$ cat config.mk
export PLATFORM = sky130hd
export DESIGN_NAME = vfat_frame_stream_parser
export DESIGN_NICKNAME = d
export VERILOG_FILES = /design/src/rtl/core/vfsp_pkg.sv /design/src/rtl/core/vfsp_front.sv /design/src/rtl/core/vfsp_job_queue.sv /design/src/rtl/core/vfsp_emitter.sv /design/src/rtl/core/vfat_frame_stream_parser.sv
export SDC_FILE = /design/constraint.sdc
export NUM_CORES = 2
export LEC_CHECK = 0
export BUFFER_PORTS_ARGS = -buffer_cell sky130_fd_sc_hd__buf_2
export CAP_MARGIN = 15
export CORE_MARGIN = 1.5
export CORE_UTILIZATION = 30
export CTS_CLUSTER_DIAMETER = 30
export CTS_CLUSTER_SIZE = 20
export DETAILED_ROUTE_END_ITERATION = 10
export SYNTH_ARGS = -nofsm -noshare
export SYNTH_HDL_FRONTEND = slang
export SYNTH_HIERARCHICAL = 1
export SYNTH_SLANG_ARGS = --single-unit
$ cat constraint.sdc
create_clock -name i_clk -period 10.98 [get_ports i_clk]
set_input_delay 1.098 -clock i_clk [delete_from_list [all_inputs] [get_ports i_clk]]
set_output_delay 1.098 -clock i_clk [all_outputs]
set_load 0.02 [all_outputs]
$ cat src/rtl/core/vfsp_pkg.sv
// Shared types and constants of the readout frame parser.
package vfsp_pkg;

    // Channel count of one front-end chip and the frame word layout
    localparam int CHANNELS      = 128;
    localparam int CH_WORDS      = CHANNELS / 16;
    localparam int FRAME_WORDS   = 12;

    // Link word codes
    localparam logic [15:0] PAD_WORD = 16'hFFFF;
    localparam logic [3:0]  TAG_BC   = 4'hA;
    localparam logic [3:0]  TAG_EC   = 4'hC;
    localparam logic [3:0]  TAG_ID   = 4'hE;
    localparam logic [3:0]  TAG_END  = 4'hF;

    // Frame word slots
    localparam logic [3:0] IDX_CRC  = 4'd0;
    localparam logic [3:0] IDX_CH8  = 4'd8;
    localparam logic [3:0] IDX_ID   = 4'd9;
    localparam logic [3:0] IDX_EC   = 4'd10;
    localparam logic [3:0] IDX_BC   = 4'd11;
    localparam logic [3:0] RAW_WORDS = 4'd9;

    // Configuration register indexes
    localparam logic CFG_CLUSTER_CODE = 1'b0;
    localparam logic CFG_RAW_CODE     = 1'b1;

    typedef enum logic [1:0] {
        ST_FRAME   = 2'd0,
        ST_BAD_SIG = 2'd1,
        ST_SIZE    = 2'd2,
        ST_UNKNOWN = 2'd3
    } t_status;

    // One unit of output work: a whole frame or a single status result
    typedef struct packed {
        t_status                  status;
        logic [11:0]              link_tag;
        logic [3:0]               goh_index;
        logic [3:0]               fiber_index;
        logic [3:0]               presence_flags;
        logic [3:0]               error_flags;
        logic [15:0]              value;
        logic [FRAME_WORDS-1:0][15:0] words;
    } t_job;

endpackage

$ cat src/rtl/core/vfsp_front.sv
// Front end: parses link words and builds frame or status jobs.
module vfsp_front (
    input  logic             i_clk,
    input  logic             i_rst_n,
    input  logic             i_accept,
    input  logic [15:0]      i_data_word,
    input  logic [11:0]      i_link_id,
    input  logic [7:0]       i_cluster_code,
    input  logic [7:0]       i_raw_code,
    output logic             o_job_valid,
    output vfsp_pkg::t_job   o_job
);

    typedef enum logic [4:0] {
        PH_IDLE   = 5'b00001,
        PH_OPT_BC = 5'b00010,
        PH_OPT_EC = 5'b00100,
        PH_OPT_ID = 5'b01000,
        PH_DATA   = 5'b10000
    } t_phase;

    t_phase      r_phase, n_phase;
    logic        r_raw, n_raw;
    logic [11:0] r_link, n_link;
    logic [3:0]  r_goh, n_goh;
    logic [3:0]  r_fib, n_fib;
    logic [2:0]  r_pres, n_pres;
    logic [7:0]  r_seen, n_seen;
    logic [3:0]  r_rws, n_rws;
    logic [vfsp_pkg::FRAME_WORDS-1:0][15:0] r_fw, n_fw;

    logic [3:0]  tag;
    logic [7:0]  flag;
    logic [7:0]  seen_inc;
    logic [7:0]  clu_pos;
    logic [8:0]  clu_size;
    logic [8:0]  clu_top;
    logic [7:0]  clu_lo;
    logic        clu_ok;
    logic [vfsp_pkg::CHANNELS-1:0] hit;
    logic        do_data;
    logic        finish;

    assign tag      = i_data_word[15:12];
    assign flag     = i_data_word[15:8];
    assign seen_inc = (r_seen == 8'hFF) ? r_seen : r_seen + 8'd1;

    // Decode a cluster word into a channel hit mask
    assign clu_pos  = i_data_word[7:0];
    assign clu_size = (i_data_word[14:8] == 7'd0) ? 9'(vfsp_pkg::CHANNELS)
                                                  : {2'b00, i_data_word[14:8]};
    assign clu_top  = {1'b0, clu_pos} + 9'd1;
    assign clu_ok   = !clu_pos[7] && (clu_size <= clu_top);
    assign clu_lo   = 8'(clu_top - clu_size);

    always_comb begin
        for (int c = 0; c < vfsp_pkg::CHANNELS; c++) begin
            hit[c] = clu_ok && (8'(c) >= clu_lo) && (8'(c) <= clu_pos);
        end
    end

    // Advance the parser by one accepted word
    always_comb begin
        n_phase     = r_phase;
        n_raw       = r_raw;
        n_link      = r_link;
        n_goh       = r_goh;
        n_fib       = r_fib;
        n_pres      = r_pres;
        n_seen      = r_seen;
        n_rws       = r_rws;
        n_fw        = r_fw;
        do_data     = 1'b0;
        finish      = 1'b0;
        o_job_valid = 1'b0;
        o_job       = '0;
        if (i_accept) begin
            case (r_phase)
                PH_IDLE: begin
                    if (i_data_word != vfsp_pkg::PAD_WORD) begin
                        if (flag == i_cluster_code || flag == i_raw_code) begin
                            n_raw   = (flag != i_cluster_code);
                            n_link  = i_link_id;
                            n_goh   = i_data_word[7:4];
                            n_fib   = i_data_word[3:0];
                            n_pres  = '0;
                            n_seen  = 8'd1;
                            n_rws   = '0;
                            n_fw    = '0;
                            n_phase = PH_OPT_BC;
                        end else begin
                            o_job_valid       = 1'b1;
                            o_job.status      = vfsp_pkg::ST_UNKNOWN;
                            o_job.link_tag    = i_link_id;
                            o_job.goh_index   = i_data_word[7:4];
                            o_job.fiber_index = i_data_word[3:0];
                            o_job.value       = i_data_word;
                        end
                    end
                end
                PH_OPT_BC, PH_OPT_EC, PH_OPT_ID: begin
                    if (r_phase == PH_OPT_BC && tag == vfsp_pkg::TAG_BC) begin
                        n_fw[vfsp_pkg::IDX_BC] = i_data_word;
                        n_pres[0] = 1'b1;
                        n_seen    = seen_inc;
                        n_phase   = PH_OPT_EC;
                    end else if ((r_phase == PH_OPT_BC || r_phase == PH_OPT_EC) &&
                                 tag == vfsp_pkg::TAG_EC) begin
                        n_fw[vfsp_pkg::IDX_EC] = i_data_word;
                        n_pres[1] = 1'b1;
                        n_seen    = seen_inc;
                        n_phase   = PH_OPT_ID;
                    end else begin
                        n_phase = PH_DATA;
                        if (tag == vfsp_pkg::TAG_ID) begin
                            n_fw[vfsp_pkg::IDX_ID] = i_data_word;
                            n_pres[2] = 1'b1;
                            n_seen    = seen_inc;
                        end else begin
                            do_data = 1'b1;
                        end
                    end
                end
                PH_DATA: begin
                    do_data = 1'b1;
                end
                default: begin
                    n_phase = PH_IDLE;
                end
            endcase

            // Channel data: raw words or clusters until the trailer
            if (do_data) begin
                if (r_raw) begin
                    if (r_rws < vfsp_pkg::RAW_WORDS) begin
                        if (r_rws < vfsp_pkg::IDX_CH8) begin
                            n_fw[vfsp_pkg::IDX_CH8 - r_rws] = i_data_word;
                        end else begin
                            n_fw[vfsp_pkg::IDX_CRC] = i_data_word;
                        end
                        n_rws  = r_rws + 4'd1;
                        n_seen = seen_inc;
                    end else begin
                        finish = 1'b1;
                    end
                end else if (tag != vfsp_pkg::TAG_END) begin
                    for (int k = 0; k < vfsp_pkg::CH_WORDS; k++) begin
                        n_fw[k + 1] = r_fw[k + 1] | hit[16*k +: 16];
                    end
                    n_seen = seen_inc;
                end else begin
                    finish = 1'b1;
                end
            end

            // Trailer: check signature and size, hand the frame to the back end
            if (finish) begin
                n_seen              = seen_inc;
                n_phase             = PH_IDLE;
                o_job_valid         = 1'b1;
                o_job.link_tag      = r_link;
                o_job.goh_index     = r_goh;
                o_job.fiber_index   = r_fib;
                o_job.error_flags   = i_data_word[11:8];
                o_job.presence_flags = {1'b0, r_pres};
                o_job.words         = r_fw;
                if (tag != vfsp_pkg::TAG_END) begin
                    o_job.status = vfsp_pkg::ST_BAD_SIG;
                end else if (seen_inc == 8'hFF || i_data_word[7:0] != seen_inc) begin
                    o_job.status = vfsp_pkg::ST_SIZE;
                end else begin
                    o_job.status = vfsp_pkg::ST_FRAME;
                    o_job.presence_flags = {r_raw, r_pres};
                end
            end
        end
    end

    // Hold parser state
    always_ff @(posedge i_clk) begin
        if (!i_rst_n) begin
            r_phase <= PH_IDLE;
            r_raw   <= 1'b0;
            r_pres  <= '0;
            r_seen  <= '0;
            r_rws   <= '0;
            r_fw    <= '0;
        end else begin
            r_phase <= n_phase;
            r_raw   <= n_raw;
            r_pres  <= n_pres;
            r_seen  <= n_seen;
            r_rws   <= n_rws;
            r_fw    <= n_fw;
        end
    end

    always_ff @(posedge i_clk) begin
        r_link <= n_link;
        r_goh  <= n_goh;
        r_fib  <= n_fib;
    end

endmodule

$ cat src/rtl/core/vfsp_job_queue.sv
// Short job queue between the parser and the result emitter.
module vfsp_job_queue #(
    parameter int DEPTH = 2
) (
    input  logic           i_clk,
    input  logic           i_rst_n,
    input  logic           i_push,
    input  vfsp_pkg::t_job i_job,
    output logic           o_ready,
    input  logic           i_pop,
    output logic           o_valid,
    output vfsp_pkg::t_job o_job
);

    localparam int PW = (DEPTH > 1) ? $clog2(DEPTH) : 1;
    localparam int CW = $clog2(DEPTH + 1);

    vfsp_pkg::t_job r_mem [DEPTH];
    logic [PW-1:0]  r_wr, n_wr;
    logic [PW-1:0]  r_rd, n_rd;
    logic [CW-1:0]  r_count, n_count;
    logic           do_push;
    logic           do_pop;

    assign o_ready = (r_count != CW'(DEPTH));
    assign o_valid = (r_count != '0);
    assign o_job   = r_mem[r_rd];
    assign do_push = i_push && o_ready;
    assign do_pop  = i_pop && o_valid;

    // Advance pointers with wrap at the queue depth
    always_comb begin
        n_wr    = r_wr;
        n_rd    = r_rd;
        n_count = r_count;
        if (do_push) begin
            n_wr = (r_wr == PW'(DEPTH - 1)) ? '0 : r_wr + PW'(1);
        end
        if (do_pop) begin
            n_rd = (r_rd == PW'(DEPTH - 1)) ? '0 : r_rd + PW'(1);
        end
        if (do_push && !do_pop) begin
            n_count = r_count + CW'(1);
        end else if (do_pop && !do_push) begin
            n_count = r_count - CW'(1);
        end
    end

    always_ff @(posedge i_clk) begin
        if (!i_rst_n) begin
            r_wr    <= '0;
            r_rd    <= '0;
            r_count <= '0;
        end else begin
            r_wr    <= n_wr;
            r_rd    <= n_rd;
            r_count <= n_count;
        end
    end

    // Store the job
    always_ff @(posedge i_clk) begin
        if (do_push) begin
            r_mem[r_wr] <= i_job;
        end
    end

endmodule

$ cat src/rtl/core/vfsp_emitter.sv
// Back end: walks one job at a time and presents its result beats.
module vfsp_emitter (
    input  logic           i_clk,
    input  logic           i_rst_n,
    input  logic           i_job_valid,
    input  vfsp_pkg::t_job i_job,
    output logic           o_job_pop,
    input  logic           i_beat_pop,
    output logic           o_busy,
    output logic [1:0]     o_status,
    output logic [11:0]    o_link_tag,
    output logic [3:0]     o_goh_index,
    output logic [3:0]     o_fiber_index,
    output logic [3:0]     o_presence_flags,
    output logic [3:0]     o_error_flags,
    output logic [3:0]     o_word_index,
    output logic [15:0]    o_word_value,
    output logic           o_last
);

    logic           r_busy;
    vfsp_pkg::t_job r_job;
    logic [3:0]     r_idx;
    logic           is_frame;
    logic           take;

    assign is_frame = (r_job.status == vfsp_pkg::ST_FRAME);
    assign o_last   = !is_frame || (r_idx == vfsp_pkg::IDX_BC);
    assign take     = !r_busy || (i_beat_pop && o_last);
    assign o_job_pop = take && i_job_valid;

    // Load the next job while idle or once the current one has delivered its last beat
    always_ff @(posedge i_clk) begin
        if (!i_rst_n) begin
            r_busy <= 1'b0;
            r_idx  <= '0;
        end else if (take) begin
            r_busy <= i_job_valid;
            r_idx  <= '0;
        end else if (i_beat_pop) begin
            r_idx  <= r_idx + 4'd1;
        end
    end

    always_ff @(posedge i_clk) begin
        if (take) begin
            r_job <= i_job;
        end
    end

    // Present the current beat
    assign o_busy           = r_busy;
    assign o_status         = r_job.status;
    assign o_link_tag       = r_job.link_tag;
    assign o_goh_index      = r_job.goh_index;
    assign o_fiber_index    = r_job.fiber_index;
    assign o_presence_flags = r_job.presence_flags;
    assign o_error_flags    = r_job.error_flags;
    assign o_word_index     = r_idx;
    assign o_word_value     = is_frame ? r_job.words[r_idx] : r_job.value;

endmodule

$ cat src/rtl/core/vfat_frame_stream_parser.sv
// A job from a header or trailer word is stored in the queue, then in the emitter.
// Throughput: one link word per cycle while the job queue has room; each frame takes
// 12 result pops, each status one pop, from a single emitter behind a JOB_DEPTH queue.
// full rises when JOB_DEPTH jobs wait in the queue.
// Reset: synchronous, active low; parser goes idle, queue and emitter empty,
// mode codes return to 128 (cluster) and 144 (raw).
module vfat_frame_stream_parser #(
    parameter int JOB_DEPTH = 2
) (
    input  logic        i_clk,
    input  logic        i_rst_n,
    input  logic        push,
    output logic        full,
    input  logic [15:0] i_data_word,
    input  logic [11:0] i_link_id,
    output logic        empty,
    input  logic        pop,
    output logic [1:0]  o_status,
    output logic [11:0] o_link_tag,
    output logic [3:0]  o_goh_index,
    output logic [3:0]  o_fiber_index,
    output logic [3:0]  o_presence_flags,
    output logic [3:0]  o_error_flags,
    output logic [3:0]  o_word_index,
    output logic [15:0] o_word_value,
    output logic        o_last,
    input  logic        i_cfg_valid,
    output logic        o_cfg_ready,
    input  logic        i_cfg_index,
    input  logic [7:0]  i_cfg_data
);

    logic [7:0]     r_cluster_code;
    logic [7:0]     r_raw_code;
    logic           accept;
    logic           job_valid;
    vfsp_pkg::t_job job;
    logic           q_ready;
    logic           q_valid;
    vfsp_pkg::t_job q_job;
    logic           q_pop;
    logic           busy;

    // Hold the mode codes
    assign o_cfg_ready = 1'b1;
    always_ff @(posedge i_clk) begin
        if (!i_rst_n) begin
            r_cluster_code <= 8'd128;
            r_raw_code     <= 8'd144;
        end else if (i_cfg_valid) begin
            case (i_cfg_index)
                vfsp_pkg::CFG_CLUSTER_CODE: r_cluster_code <= i_cfg_data;
                vfsp_pkg::CFG_RAW_CODE:     r_raw_code     <= i_cfg_data;
                default: ;
            endcase
        end
    end

    // Stall the link while the queue is full
    assign full   = !q_ready;
    assign accept = push && !full;
    assign empty  = !busy;

    vfsp_front u_front (
        .i_clk          (i_clk),
        .i_rst_n        (i_rst_n),
        .i_accept       (accept),
        .i_data_word    (i_data_word),
        .i_link_id      (i_link_id),
        .i_cluster_code (r_cluster_code),
        .i_raw_code     (r_raw_code),
        .o_job_valid    (job_valid),
        .o_job          (job)
    );

    vfsp_job_queue #(
        .DEPTH (JOB_DEPTH)
    ) u_queue (
        .i_clk   (i_clk),
        .i_rst_n (i_rst_n),
        .i_push  (job_valid),
        .i_job   (job),
        .o_ready (q_ready),
        .i_pop   (q_pop),
        .o_valid (q_valid),
        .o_job   (q_job)
    );

    vfsp_emitter u_emitter (
        .i_clk            (i_clk),
        .i_rst_n          (i_rst_n),
        .i_job_valid      (q_valid),
        .i_job            (q_job),
        .o_job_pop        (q_pop),
        .i_beat_pop       (pop && busy),
        .o_busy           (busy),
        .o_status         (o_status),
        .o_link_tag       (o_link_tag),
        .o_goh_index      (o_goh_index),
        .o_fiber_index    (o_fiber_index),
        .o_presence_flags (o_presence_flags),
        .o_error_flags    (o_error_flags),
        .o_word_index     (o_word_index),
        .o_word_value     (o_word_value),
        .o_last           (o_last)
    );

`ifndef ASSERT_OFF
    // A job is only produced while the queue can take it
    a_job_fits: assert property (@(posedge i_clk) disable iff (!i_rst_n)
        job_valid |-> q_ready)
        else $error("job produced while queue full");

    // A status beat stands alone at word index zero
    a_status_single: assert property (@(posedge i_clk) disable iff (!i_rst_n)
        (!empty && o_status != vfsp_pkg::ST_FRAME) |->
            (o_last && o_word_index == vfsp_pkg::IDX_CRC))
        else $error("status beat not single");

    // Last beat of a frame is the BC word
    a_frame_last: assert property (@(posedge i_clk) disable iff (!i_rst_n)
        (!empty && o_status == vfsp_pkg::ST_FRAME && o_last) |->
            (o_word_index == vfsp_pkg::IDX_BC))
        else $error("frame ended early");

    // A popped frame beat advances the word index
    a_frame_step: assert property (@(posedge i_clk) disable iff (!i_rst_n)
        (!empty && pop && o_status == vfsp_pkg::ST_FRAME && !o_last) |=>
            (!empty && o_word_index == $past(o_word_index) + 4'd1))
        else $error("frame beat skipped");
`endif

endmodule
==> flow_metrics.env <==
export IMPL_r2r_end="u_front/r_fw[27]"
export IMPL_switching_power_mw=4.186
export IMPL_vias=32420
export IMPL_timing_final_crit_period_ns=5.507
export IMPL_synthArstFlopShare=0
export IMPL_synth_area_sq_um=43560
export IMPL_initial_utilization=0.3029
export IMPL_synth_top_family_by_area="compound AO/OA/AOI/OAI gates"
export IMPL_die_x_um=384.1
export IMPL_start_kind="primary input"
export IMPL_finalMaxSlewViolations=0
export IMPL_finalSetupViolCount=0
export IMPL_clockRootBuffer="clkbuf_16"
export IMPL_finClkSkew_ns=0.08677
export IMPL_synth_fa_ha_area_frac=0.007640
export IMPL_rsz0062_at_grt="no"
export IMPL_hold_path_cell_count=2
export IMPL_grt_antenna_before_repair=8
export IMPL_finalHoldViolCount=0
export IMPL_htreeDepth=4
export IMPL_cts_setup_buffers=0
export IMPL_cts_tree="done"
export IMPL_vias_per_cell=5.688
export IMPL_cts_buffers=211
export IMPL_power_density_nw_per_um2=271.8
export IMPL_pwr_share_comb=0.174
export IMPL_multi_input_area_sq_um=15130
export IMPL_synth_edf_count=734
export IMPL_ys_seq_elements=973
export IMPL_clkLatencyLatePin_ns=0.84
export IMPL_finalWorstSetupSlack_ns=5.473
export IMPL_place_congestion=1.044
export IMPL_cp_required_ns=11.71
export IMPL_drv_cap=0
export IMPL_grt_usage=0.2411
export IMPL_ir_worst_vdd_v=0.0001573
export IMPL_port_buffers=94
export IMPL_synth_top_cell_area_share=0.5060
export IMPL_pre_cts_ws_ns=4.779
export IMPL_place_hpwl_mm=118.8
export IMPL_grt_max_degree=143
export IMPL_place_area_sq_um=45970
export IMPL_drt_iter0_drc=3646
export IMPL_synth_seq_area_share=0.6158
export IMPL_rows=139
export IMPL_final_area_sq_um=53670
export IMPL_drc_errors=0
export IMPL_p_sw_frac=0.2870
export IMPL_drive_above_1_share=0.2535
export IMPL_p_leak_nw=19.29
export IMPL_p_int_mw=10.40
export IMPL_grt_first_pass_wirelength_mm=251.2
export IMPL_fillers=13690
export IMPL_ioPinCount=96
export IMPL_holdBufCountCts=0
export IMPL_yosysTopAreaCell="edfxtp_1"
export IMPL_syn_to_final_growth_pct=23.20
export IMPL_seq_area_sq_um=26830
export IMPL_timing_final_crit_share=0.5015
export IMPL_worstSetupPathType="in2reg"
export IMPL_synthCells=3478
export IMPL_synth_ff_type="edfxtp_1"
export IMPL_status="complete, no violations"
export IMPL_synthSimpleGateAreaFrac=0.1022
export IMPL_rr_worst_depth=9
export IMPL_wl_per_cell_um=31.74
export IMPL_ff2ff_setup_slack_ns=6.26
export IMPL_muxShareOfSynthArea=0.09005
export IMPL_first_pass_iters=6
export IMPL_fin_nets=3671
export IMPL_dieArea_sq_um=147500
export IMPL_finalPower_mw=14.59
export IMPL_ant_nets=0
export IMPL_die_y_um=384.1
export IMPL_fmax_ghz=0.1816
export IMPL_fin_cells=5700
export IMPL_setup_worst_path_start="i_data_word[0]"
export IMPL_end_kind="flop"
export IMPL_overflow=0
export IMPL_synth_distinct_cells=101
export IMPL_grt_pass1_vias=32200
export IMPL_cp_max_fo=25
export IMPL_clock_path_buffers=3
export IMPL_final_cell_mix="edfxtp_1 (734), mux2_2 (271), dfxtp_1 (236), nor2_1 (228), and3_1 (214)"
export IMPL_core_sq_um=143800
export IMPL_reg2reg_from="u_front/r_phase[2]"
export IMPL_synth_xor_area_frac=0.01002
export IMPL_dp_cells=5292
export IMPL_cts_sinks=973
export IMPL_worstMarginPinSlew_ns=1.312
export IMPL_avgSynthCellArea_sq_um=12.52
export IMPL_hold_path_class="reg2reg"
export IMPL_worstHoldStart="u_front/r_fw[191]"
export IMPL_yosysWarnings=6
export IMPL_wirelength_mm=180.9
export IMPL_worstPathArrival_ns=6.23
export IMPL_fin_tns_setup_ns=0
export IMPL_synth_compound_area_frac=0.1332
export IMPL_final_common_cell="edfxtp_1"
export IMPL_p_seq_frac=0.368
export IMPL_synth_area_leaders="edfxtp_1 (51%), dfxtp_1 (11%), mux2_2 (7.0%)"
export IMPL_p_clk_frac=0.458
export IMPL_whs_endpoint="u_front/r_fw[191]"
export IMPL_relSlewSlack=0.1222
export IMPL_cts_resized=0
export IMPL_syn_nets=3546
export IMPL_path_clk_slew_ns=0.05
## cells by family after synthesis
group	Yosys count
AO/OA/AOI/OAI	863
XOR/XNOR	49
adder cells (fa/ha/maj)	26
buffers and inverters	349
flip-flops	973
multiplexers	338
other	1
AND/OR/NAND/NOR	879
## cells in the mapped netlist, types with 33 or more instances
| cell type | n |
|---|---|
| a22oi_1 | 93 |
| nor2_1 | 239 |
| edfxtp_1 | 734 |
| dfxtp_1 | 239 |
| a31oi_1 | 54 |
| a311oi_1 | 33 |
| o21ai_0 | 158 |
| clkbuf_1 | 182 |
| a211oi_1 | 46 |
| and3_1 | 215 |
| nand2_1 | 185 |
| buf_6 | 33 |
| buf_2 | 39 |
| a22o_1 | 35 |
| nand3_1 | 49 |
| buf_4 | 35 |
| xnor2_1 | 35 |
| mux2i_1 | 51 |
| inv_1 | 41 |
| nor3_1 | 60 |
| mux2_2 | 271 |
| a21oi_1 | 186 |
## how the worst max path moves through the flow
stage / slack, ns / end / cells after the start
final: 5.47 / u_front/r_fw[84] / 14
after global routing: 5.23 / u_front/r_fw[84] / 15
after global placement: 4.88 / u_front/r_fw[84] / 15
after detailed placement: 4.78 / u_front/r_fw[84] / 14
after floorplan: 2.17 / u_queue/r_mem[1][0] / 9
after CTS: 5.67 / u_front/r_fw[92] / 14
## per-stage QoR
step           hold WS [ns]  utilization
2_1_floorplan        0.4168            -
3_3_place_gp         0.4340       0.3195
3_5_place_dp         0.4481       0.3196
4_1_cts              0.4401       0.3730
5_1_grt              0.4576       0.3730
6_report             0.4581       0.3731
## worst max-delay path, stage by stage
cell       delay (ns)
buf_2            0.08
buf_4            0.40
inv_1            0.36
nor3_1           0.72
xnor2_1          0.17
ha_1             0.43
nand4_1          0.11
or2_2            0.35
a21oi_1          0.19
a21boi_0         0.52
nand2_1          0.57
nor3_1           0.73
o2111ai_1        0.20
a221oi_1         0.27
## layer usage
metal / routed length [um] / GRT usage / vias to the layer above
met5: 295 / 0.008447 / -
li1: - / - / 13730
met3: 16330 / 0.06814 / 484
met1: 74110 / 0.3102 / 16380
met2: 79490 / 0.3619 / 1826
met4: 10670 / 0.1366 / 6
## final cells by class
type | count | share of cell area
timing repair buffer | 217 | 0.02721
clock buffer | 249 | 0.1046
clock inverter | 152 | 0.03838
sequential | 973 | 0.5000
inverter | 44 | 0.003217
multi-input combinational | 2156 | 0.2819
antenna | 6 | 0.0002798
tap | 1903 | 0.04437
## state kept, by name, summed over array words and instances (netlist names), 5 cells and up, named ones only
signal and flops:
r_cluster_code 8, r_raw_code 8, u_emitter/o_link_tag 12, u_emitter/r_job 208, u_front/r_fw 192, u_front/r_link 12
u_front/r_phase 5, u_front/r_seen 8, u_queue/r_mem 476
## power groups by stage
stage                     sequential (mW)  combinational [mW]  clock [mW]
final                                5.37                2.54        6.68
after global routing                 5.45                2.65        6.94
after floorplan                      5.46                1.70           0
after CTS                            5.38                2.53        6.75
after detailed placement             5.44                2.51           0
after global placement               5.40                2.52           0
Note: power is estimated with default switching activity, not from simulation.
